<file path="src/otpt_pkg.sv">
// Shared types and constants of the one-shot/periodic tick timer.
// Used by every module under src; depends on nothing else.
package otpt_pkg;

  localparam int unsigned AddrW = 4;
  localparam int unsigned DataW = 32;

  localparam logic [31:0] AllOnes     = 32'hFFFF_FFFF;
  localparam logic [31:0] MsDivisor   = 32'd1000;
  localparam logic [6:0]  PctFull     = 7'd100;

  localparam logic [31:0] TickRateRst = 32'd1000;
  localparam logic [31:0] TimerValRst = 32'd1000;
  localparam logic        UnitSelRst  = 1'b1;
  localparam logic [1:0]  InitModeRst = 2'd1;

  typedef enum logic [1:0] {
    MODE_DISABLED = 2'd0,
    MODE_ONESHOT  = 2'd1,
    MODE_PERIODIC = 2'd2
  } mode_e;

  typedef enum logic [1:0] {
    CMD_POLL      = 2'd0,
    CMD_CONSTRUCT = 2'd1,
    CMD_RESTART   = 2'd2
  } cmd_e;

  typedef enum logic [1:0] {
    REG_TICK_RATE = 2'd0,
    REG_TIMER_VAL = 2'd1,
    REG_UNIT_SEL  = 2'd2,
    REG_INIT_MODE = 2'd3
  } reg_e;

  typedef struct packed {
    logic [31:0] tick_rate_hz;
    logic [31:0] timer_value;
    logic        unit_select;
    logic [1:0]  initial_mode;
  } cfg_t;

endpackage

</file>
<file path="src/otpt_div.sv">
// Restoring serial divider, one quotient bit per cycle, 64 by 32 bits.
// The caller guarantees that the upper half of the dividend is below the divisor.
// Depends on otpt_pkg.
module otpt_div (
  input  logic        clk_i,
  input  logic        rst_ni,
  input  logic        start_i,
  input  logic [63:0] dividend_i,
  input  logic [31:0] divisor_i,
  output logic        busy_o,
  output logic        done_o,
  output logic [31:0] quotient_o
);
  import otpt_pkg::*;

  logic [31:0] rem_q, quo_q, dsr_q;
  logic [4:0]  cnt_q;
  logic        busy_q, done_q;
  logic [32:0] shifted;
  logic [33:0] trial;

  assign shifted = {rem_q, quo_q[31]};
  assign trial   = {1'b0, shifted} - {2'b00, dsr_q};

  always_ff @(posedge clk_i or negedge rst_ni) begin
    if (!rst_ni) begin
      busy_q <= 1'b0;
      done_q <= 1'b0;
      cnt_q  <= '0;
    end else begin
      done_q <= 1'b0;
      if (start_i) begin
        busy_q <= 1'b1;
        cnt_q  <= 5'd31;
      end else if (busy_q) begin
        cnt_q <= cnt_q - 5'd1;
        if (cnt_q == 5'd0) begin
          busy_q <= 1'b0;
          done_q <= 1'b1;
        end
      end
    end
  end

  always_ff @(posedge clk_i) begin
    if (start_i) begin
      rem_q <= dividend_i[63:32];
      quo_q <= dividend_i[31:0];
      dsr_q <= divisor_i;
    end else if (busy_q) begin
      if (!trial[33]) begin
        rem_q <= trial[31:0];
        quo_q <= {quo_q[30:0], 1'b1};
      end else begin
        rem_q <= shifted[31:0];
        quo_q <= {quo_q[30:0], 1'b0};
      end
    end
  end

  assign busy_o     = busy_q;
  assign done_o     = done_q;
  assign quotient_o = quo_q;

  a_no_restart_busy: assert property (@(posedge clk_i) disable iff (!rst_ni)
    start_i |-> !busy_q) else $error("divider started while busy");
  a_done_after_busy: assert property (@(posedge clk_i) disable iff (!rst_ni)
    done_q |-> !busy_q && $past(busy_q)) else $error("divider done without a run");
  a_done_single: assert property (@(posedge clk_i) disable iff (!rst_ni)
    done_q |=> !done_q) else $error("divider done held for two cycles");

endmodule

</file>
<file path="src/otpt_cfg.sv">
// Configuration register file behind an APB-style port.
// Depends on otpt_pkg for the register map and the reset values.
module otpt_cfg (
  input  logic                          clk_i,
  input  logic                          rst_ni,
  input  logic                          psel,
  input  logic                          penable,
  input  logic                          pwrite,
  input  logic [otpt_pkg::AddrW-1:0]    paddr,
  input  logic [otpt_pkg::DataW-1:0]    pwdata,
  output logic [otpt_pkg::DataW-1:0]    prdata,
  output logic                          pready,
  output otpt_pkg::cfg_t                cfg_o
);
  import otpt_pkg::*;

  cfg_t cfg_q;
  reg_e idx;
  logic wr_en;

  assign idx    = reg_e'(paddr[3:2]);
  assign wr_en  = psel && penable && pwrite;
  assign pready = 1'b1;

  always_ff @(posedge clk_i or negedge rst_ni) begin
    if (!rst_ni) begin
      cfg_q.tick_rate_hz <= TickRateRst;
      cfg_q.timer_value  <= TimerValRst;
      cfg_q.unit_select  <= UnitSelRst;
      cfg_q.initial_mode <= InitModeRst;
    end else if (wr_en) begin
      unique case (idx)
        REG_TICK_RATE: cfg_q.tick_rate_hz <= pwdata;
        REG_TIMER_VAL: cfg_q.timer_value  <= pwdata;
        REG_UNIT_SEL:  cfg_q.unit_select  <= pwdata[0];
        REG_INIT_MODE: cfg_q.initial_mode <= pwdata[1:0];
      endcase
    end
  end

  always_comb begin
    unique case (idx)
      REG_TICK_RATE: prdata = cfg_q.tick_rate_hz;
      REG_TIMER_VAL: prdata = cfg_q.timer_value;
      REG_UNIT_SEL:  prdata = {31'd0, cfg_q.unit_select};
      REG_INIT_MODE: prdata = {30'd0, cfg_q.initial_mode};
    endcase
  end

  assign cfg_o = cfg_q;

endmodule

</file>
<file path="src/oneshot_periodic_tick_timer.sv">
// Top level of the one-shot/periodic compare timer against an external tick count.
// A poll, a restart or an unknown command goes straight to the apply step; a construct first
// computes its period, in millisecond units after a saturation check, with a pass of the
// shared divider, which a saturated period skips. Every beat then takes a progress pass of
// the same divider, skipped when its progress is full, and output stalls delay every result.
// Throughput: the next beat is accepted the cycle after a result registers. Reset: timer disabled.
module oneshot_periodic_tick_timer (
  input  logic                          clk_i,
  input  logic                          rst_ni,
  input  logic                          psel,
  input  logic                          penable,
  input  logic                          pwrite,
  input  logic [otpt_pkg::AddrW-1:0]    paddr,
  input  logic [otpt_pkg::DataW-1:0]    pwdata,
  output logic [otpt_pkg::DataW-1:0]    prdata,
  output logic                          pready,
  input  logic                          in_valid_i,
  output logic                          in_stall_o,
  input  logic [1:0]                    command_i,
  input  logic [31:0]                   current_ticks_i,
  output logic                          out_valid_o,
  input  logic                          out_stall_i,
  output logic                          finished_o,
  output logic [6:0]                    progress_percent_o,
  output logic [1:0]                    timer_mode_o
);
  import otpt_pkg::*;

  typedef enum logic [2:0] {
    ST_IDLE, ST_MUL, ST_MSCHK, ST_PDIV, ST_APPLY, ST_SCALE, ST_QDIV, ST_DONE
  } state_e;

  state_e      state_q;
  cfg_t        cfg;
  logic [1:0]  cmd_q;
  logic [31:0] now_q, per_q, period_q, deadline_q;
  logic [63:0] prod_q;
  logic [6:0]  pct_q;
  mode_e       mode_q;
  logic        fin_q;
  logic        out_valid_q, out_fin_q;
  logic [6:0]  out_pct_q;
  logic [1:0]  out_mode_q;

  logic        div_start, div_busy, div_done;
  logic [63:0] div_dividend;
  logic [31:0] div_divisor, div_quot;
  logic        ms_sat;
  logic [31:0] elapsed;
  logic [38:0] elapsed_w;
  logic        accept;
  logic        out_load;

  otpt_cfg u_cfg (
    .clk_i   (clk_i),
    .rst_ni  (rst_ni),
    .psel    (psel),
    .penable (penable),
    .pwrite  (pwrite),
    .paddr   (paddr),
    .pwdata  (pwdata),
    .prdata  (prdata),
    .pready  (pready),
    .cfg_o   (cfg)
  );

  otpt_div u_div (
    .clk_i      (clk_i),
    .rst_ni     (rst_ni),
    .start_i    (div_start),
    .dividend_i (div_dividend),
    .divisor_i  (div_divisor),
    .busy_o     (div_busy),
    .done_o     (div_done),
    .quotient_o (div_quot)
  );

  assign accept     = in_valid_i && !in_stall_o;
  assign in_stall_o = (state_q != ST_IDLE);
  assign ms_sat     = (prod_q[63:32] >= MsDivisor);
  assign elapsed    = now_q - deadline_q + period_q;
  assign elapsed_w  = {7'd0, elapsed};
  assign out_load   = (state_q == ST_DONE) && (!out_valid_q || !out_stall_i);

  always_comb begin
    div_start    = 1'b0;
    div_dividend = '0;
    div_divisor  = '0;
    case (state_q)
      ST_MUL: begin
        if (!cfg.unit_select && cfg.timer_value != 32'd0) begin
          div_start    = 1'b1;
          div_dividend = {32'd0, cfg.tick_rate_hz};
          div_divisor  = cfg.timer_value;
        end
      end
      ST_MSCHK: begin
        if (!ms_sat) begin
          div_start    = 1'b1;
          div_dividend = prod_q;
          div_divisor  = MsDivisor;
        end
      end
      ST_SCALE: begin
        if (period_q != 32'd0 && elapsed < period_q) begin
          div_start    = 1'b1;
          div_dividend = {25'd0, (elapsed_w << 6) + (elapsed_w << 5) + (elapsed_w << 2)};
          div_divisor  = period_q;
        end
      end
      default: ;
    endcase
  end

  always_ff @(posedge clk_i or negedge rst_ni) begin
    if (!rst_ni) begin
      state_q     <= ST_IDLE;
      mode_q      <= MODE_DISABLED;
      period_q    <= '0;
      deadline_q  <= '0;
      out_valid_q <= 1'b0;
    end else begin
      if (out_load) begin
        out_valid_q <= 1'b1;
      end else if (!out_stall_i) begin
        out_valid_q <= 1'b0;
      end
      unique case (state_q)
        ST_IDLE: begin
          if (accept) begin
            cmd_q   <= command_i;
            now_q   <= current_ticks_i;
            fin_q   <= 1'b0;
            state_q <= (cmd_e'(command_i) == CMD_CONSTRUCT) ? ST_MUL : ST_APPLY;
          end
        end
        ST_MUL: begin
          prod_q <= {32'd0, cfg.timer_value} * {32'd0, cfg.tick_rate_hz};
          if (cfg.unit_select) begin
            state_q <= ST_MSCHK;
          end else if (cfg.timer_value == 32'd0) begin
            per_q   <= AllOnes;
            state_q <= ST_APPLY;
          end else begin
            state_q <= ST_PDIV;
          end
        end
        ST_MSCHK: begin
          if (ms_sat) begin
            per_q   <= AllOnes;
            state_q <= ST_APPLY;
          end else begin
            state_q <= ST_PDIV;
          end
        end
        ST_PDIV: begin
          if (div_done) begin
            per_q   <= div_quot;
            state_q <= ST_APPLY;
          end
        end
        ST_APPLY: begin
          state_q <= ST_SCALE;
          case (cmd_e'(cmd_q))
            CMD_POLL: begin
              if (mode_q != MODE_DISABLED && now_q >= deadline_q) begin
                fin_q <= 1'b1;
                if (mode_q == MODE_PERIODIC) begin
                  deadline_q <= now_q + period_q;
                end else begin
                  mode_q <= MODE_DISABLED;
                end
              end
            end
            CMD_CONSTRUCT: begin
              period_q   <= per_q;
              deadline_q <= now_q + per_q;
              mode_q     <= (cfg.initial_mode <= MODE_PERIODIC) ?
                            mode_e'(cfg.initial_mode) : MODE_DISABLED;
            end
            CMD_RESTART: begin
              deadline_q <= now_q + period_q;
              if (mode_q == MODE_DISABLED) begin
                mode_q <= MODE_ONESHOT;
              end
            end
            default: ;
          endcase
        end
        ST_SCALE: begin
          if (div_start) begin
            state_q <= ST_QDIV;
          end else begin
            pct_q   <= PctFull;
            state_q <= ST_DONE;
          end
        end
        ST_QDIV: begin
          if (div_done) begin
            pct_q   <= div_quot[6:0];
            state_q <= ST_DONE;
          end
        end
        ST_DONE: begin
          if (out_load) begin
            out_fin_q   <= fin_q;
            out_pct_q   <= pct_q;
            out_mode_q  <= mode_q;
            state_q     <= ST_IDLE;
          end
        end
      endcase
    end
  end

  assign out_valid_o        = out_valid_q;
  assign finished_o         = out_fin_q;
  assign progress_percent_o = out_pct_q;
  assign timer_mode_o       = out_mode_q;

  a_pct_range: assert property (@(posedge clk_i) disable iff (!rst_ni)
    out_valid_o |-> progress_percent_o <= PctFull) else $error("progress above full");
  a_expiry_mode: assert property (@(posedge clk_i) disable iff (!rst_ni)
    out_valid_o && finished_o |-> timer_mode_o != MODE_ONESHOT)
    else $error("expired one-shot still armed");
  a_div_waits: assert property (@(posedge clk_i) disable iff (!rst_ni)
    (state_q == ST_PDIV || state_q == ST_QDIV) |-> div_busy || div_done)
    else $error("sequencer waiting on an idle divider");
  a_rearm_zero: assert property (@(posedge clk_i) disable iff (!rst_ni)
    state_q == ST_SCALE && cmd_q == CMD_RESTART && period_q != 32'd0 |-> elapsed == 32'd0)
    else $error("restart did not re-arm from the present tick");

endmodule

</file>
<file path="config.mk">
export PLATFORM = sky130hd
export DESIGN_NAME = oneshot_periodic_tick_timer
export DESIGN_NICKNAME = d
export VERILOG_FILES = /design/src/otpt_pkg.sv /design/src/otpt_div.sv /design/src/otpt_cfg.sv /design/src/oneshot_periodic_tick_timer.sv
export SDC_FILE = /design/constraint.sdc
export NUM_CORES = 2
export LEC_CHECK = 0
export BUFFER_PORTS_ARGS = -buffer_cell sky130_fd_sc_hd__buf_2
export CORE_ASPECT_RATIO = 0.8
export CORE_UTILIZATION = 35
export CTS_CLUSTER_SIZE = 20
export DETAILED_ROUTE_END_ITERATION = 10
export PLACE_DENSITY_LB_ADDON = 0.08
export SLEW_MARGIN = 40
export SYNTH_ARGS = -nofsm -noshare
export SYNTH_HDL_FRONTEND = slang
export SYNTH_SLANG_ARGS = --single-unit
export TNS_END_PERCENT = 20
</file>
<file path="constraint.sdc">
create_clock -name clk_i -period 18.2 [get_ports clk_i]
set_clock_uncertainty 0.1 [all_clocks]
set_input_delay 1.82 -clock clk_i [delete_from_list [all_inputs] [get_ports clk_i]]
set_output_delay 1.82 -clock clk_i [all_outputs]
set_load 0.1 [all_outputs]
</file>
==> out/metrics.yaml <==
status: "complete, no violations"
route.detailed.drc: 0
core_area_um2: 167000
arrival_ns: 9.44
grt.overflow.total: 0
yosysSeqAreaShare: 0.186
antenna_left: 0
grt_pass1_wl_um: 297000
wl_um: 195000
layout-drive-gt1-share: 0.0689
critical_path.max_fanout: 49
cts_buffers: 43
start_util: 0.353
clkTransAtPathRegs_ns: 0.07
synth_top_area_cell: "fa_1"
cpMaxStageDelayCell: "a2111oi_0"
synth-edff-count: 244
crit_chain: "inv_1 > fa_1 > inv_1 > ha_1 > a21o_1 > a21o_1 > a211o_1 > a2111o_1 > o31ai_1 > o21ai_1 > o31a_1 > a21oi_1 > ha_1 > and3_1 > nand3_1 > or3_1 > nor2_1 > a2111oi_0 > a31o_4 > nor2_2 > buf_4 > nand2_2 > buf_4"
async_reset_ff_frac: 0.371
holdBufCountCts: 0
die_w_um: 461
drt-pass1-iter-count: 7
io_pins: 122
crit_type: "register to register"
htree_levels: 2
ys.flop_type: "edfxtp_1"
avgViaCountPerCell: 5.07
post_cts_buffers: 0
antenna_found_initial: 14
cp-end-kind: "register"
io_buffers: 118
cts.sinks: 388
final-hold-violation-count: 0
grt_pass1_vias: 44100
relSlewSlack: 0.380
syn-num-nets: 7728
required_ns: 18.34
critPathLaunchType: "register"
finalSetupViolations: 0
hp-class: "register to register"
fmax_mhz: 108
slew_viol_final: 0
avgSynthCellArea_um2: 9.45
wl_met2_um: 81400
yosysUniqueCellTypes: 87
worst_pin_slew_ns: 0.907
cts_resized: 0
path_buf_inv: 4
synth_top_area_share: 0.326
rows: 134
clockBufferDepth: 3
drtIter0Drc: 3499
vias: 42700
clk_latency_ns: 0.62
root_buffer: "clkbuf_16"
wl_met1_um: 98700
synth_cells: 6230
top_layer: "met5"
ys_ff_latch: 388
crit_family: "compound AO/OA/AOI/OAI gates"
period_share: 0.511
post_drt_wl_per_cell_um: 23.2
ys_top_cells_by_area: "fa_1 (33%), edfxtp_1 (12%), ha_1 (9.8%)"
dr_wl_met3_um: 12600
gp_congestion: 0.901
dieArea_um2: 170000
hpwl_um: 151000
grt_setup_unrepaired: "false"
finalSetupTns_ns: 0
yosys_warnings: 0
cts_tree: "built"
syn_area_um2: 58900
cap_viol_max_count: 0
hold_ws_ns: 0.329
dieHeight_um: 369
critPathMaxStageDelay_ns: 0.81
fin_crit_ns: 9.30
grt_usage: 0.236
fin_nets: 7637
grt_start_max_net_pins: 67
area_delta_synth_final_pct: 7.49
-- per-layer routing --
| layer | vias to the layer above | GRT usage |
|---|---|---|
| met4 | 2 | 0.0268 |
| met1 | 22100 | 0.371 |
| met3 | 123 | 0.0381 |
| li1 | 19400 | - |
| met2 | 1042 | 0.343 |
| met5 | - | 0 |
-- worst reg2reg max path, delay by kind of cell, from the launching register on --
family	cells	cell delay, ns
AND/OR/NAND/NOR	6	1.23
adder cells (fa/ha/maj)	3	1.29
flip-flops	1	0.62
buffers and inverters	4	1.21
AO/OA/AOI/OAI	10	4.37
-- cell usage in the layout, fill, tap and decap left out, types with 14 or more instances in the layout --
master and instances:
o21bai_1 25, inv_1 1194, nand4_1 32, nor2_1 175, a22o_1 29, a22oi_1 19, a31oi_1 33, nor3_1 31
nand3_1 47, a211oi_1 20, nor2b_1 29, fa_1 958, o21ai_0 206, and3_1 24, mux2_2 74, xnor2_1 109
buf_4 89, a21oi_1 206, nand2b_1 38, clkbuf_16 43, o21a_1 28, dfrtp_1 128, buf_2 117, nor4_1 22
and2_1 594, a211o_1 14, xor2_1 66, nand2_1 646, o211ai_1 19, or3_1 41, a21o_1 119, edfxtp_1 244
ha_1 462, a221o_1 26, mux2i_1 49
-- path summary, 6_finish.rpt --
kind                       slack (ns)               endpoint          from  cells after the start
max in group asynchronous       15.14         u_cfg.cfg_o[7]        rst_ni                      3
hold reg to reg                  0.33  progress_percent_o[5]      pct_q[5]                      0
setup / recovery                 8.90         u_div.rem_q[7]  period_q[13]                     23
min in group asynchronous        1.08          deadline_q[6]        rst_ni                      1
hold / removal                   0.33  progress_percent_o[5]      pct_q[5]                      0
setup reg to reg                 8.90         u_div.rem_q[7]  period_q[13]                     23
-- metrics by stage --
stage | setup WS [ns] | util | instance area, um2 | instances
finish | 8.90 | 0.379 | 63300 | 8421
global route | 8.45 | 0.379 | 63300 | 8417
CTS | 8.97 | 0.379 | 63300 | 8415
detailed placement | 9.00 | 0.370 | 61800 | 8337
global placement | 8.97 | 0.370 | 61700 | 8334
floorplan | 10.26 | - | 58900 | 6230
-- layout make-up --
type | instances | area, um2
fillers | 17100 | 104000
multi-input cells | 4298 | 42200
flip-flops and latches | 388 | 11000
inverters | 1195 | 4490
well taps | 2244 | 2810
repair buffers | 213 | 1350
clock buffers | 46 | 1090
clock inverters | 32 | 365
diodes | 5 | 12.5
-- logic make-up after synthesis --
kind of cell | after synthesis | share of synthesized area
flip-flops | 388 | 0.186
buffers and inverters | 1544 | 0.0987
AND/OR/NAND/NOR | 1725 | 0.147
XOR/XNOR | 175 | 0.0260
adder cells (fa/ha/maj) | 1421 | 0.424
other | 1 | 0.0000637
AO/OA/AOI/OAI | 852 | 0.0950
multiplexers | 124 | 0.0229
-- sequential cells by signal (all words and copies together), names as in the netlist, 2 cells and up --
signal / cells
period_q: 32
u_div.dsr_q: 32
u_div.cnt_q: 5
prod_q: 64
u_cfg.cfg_o: 67
mode_q: 2
cmd_q: 2
deadline_q: 32
now_q: 32
progress_percent_o: 7
u_div.rem_q: 32
per_q: 32
pct_q: 7
u_div.quotient_o: 32
state_q: 3
timer_mode_o: 2
-- synth_stat cells, types with 47 or more instances --
master       n
inv_1     1195
fa_1       958
nand2_1    647
and2_1     594
ha_1       463
clkbuf_1   325
edfxtp_1   244
a21oi_1    207
o21ai_0    207
nor2_1     180
dfrtp_1    130
a21o_1     119
xnor2_1    109
mux2_2      74
xor2_1      66
mux2i_1     49
nand3_1     47
Power is left out: the tool's default activity adds up to more than one toggle a clock period on the data nets, which glitch-free logic cannot reach.
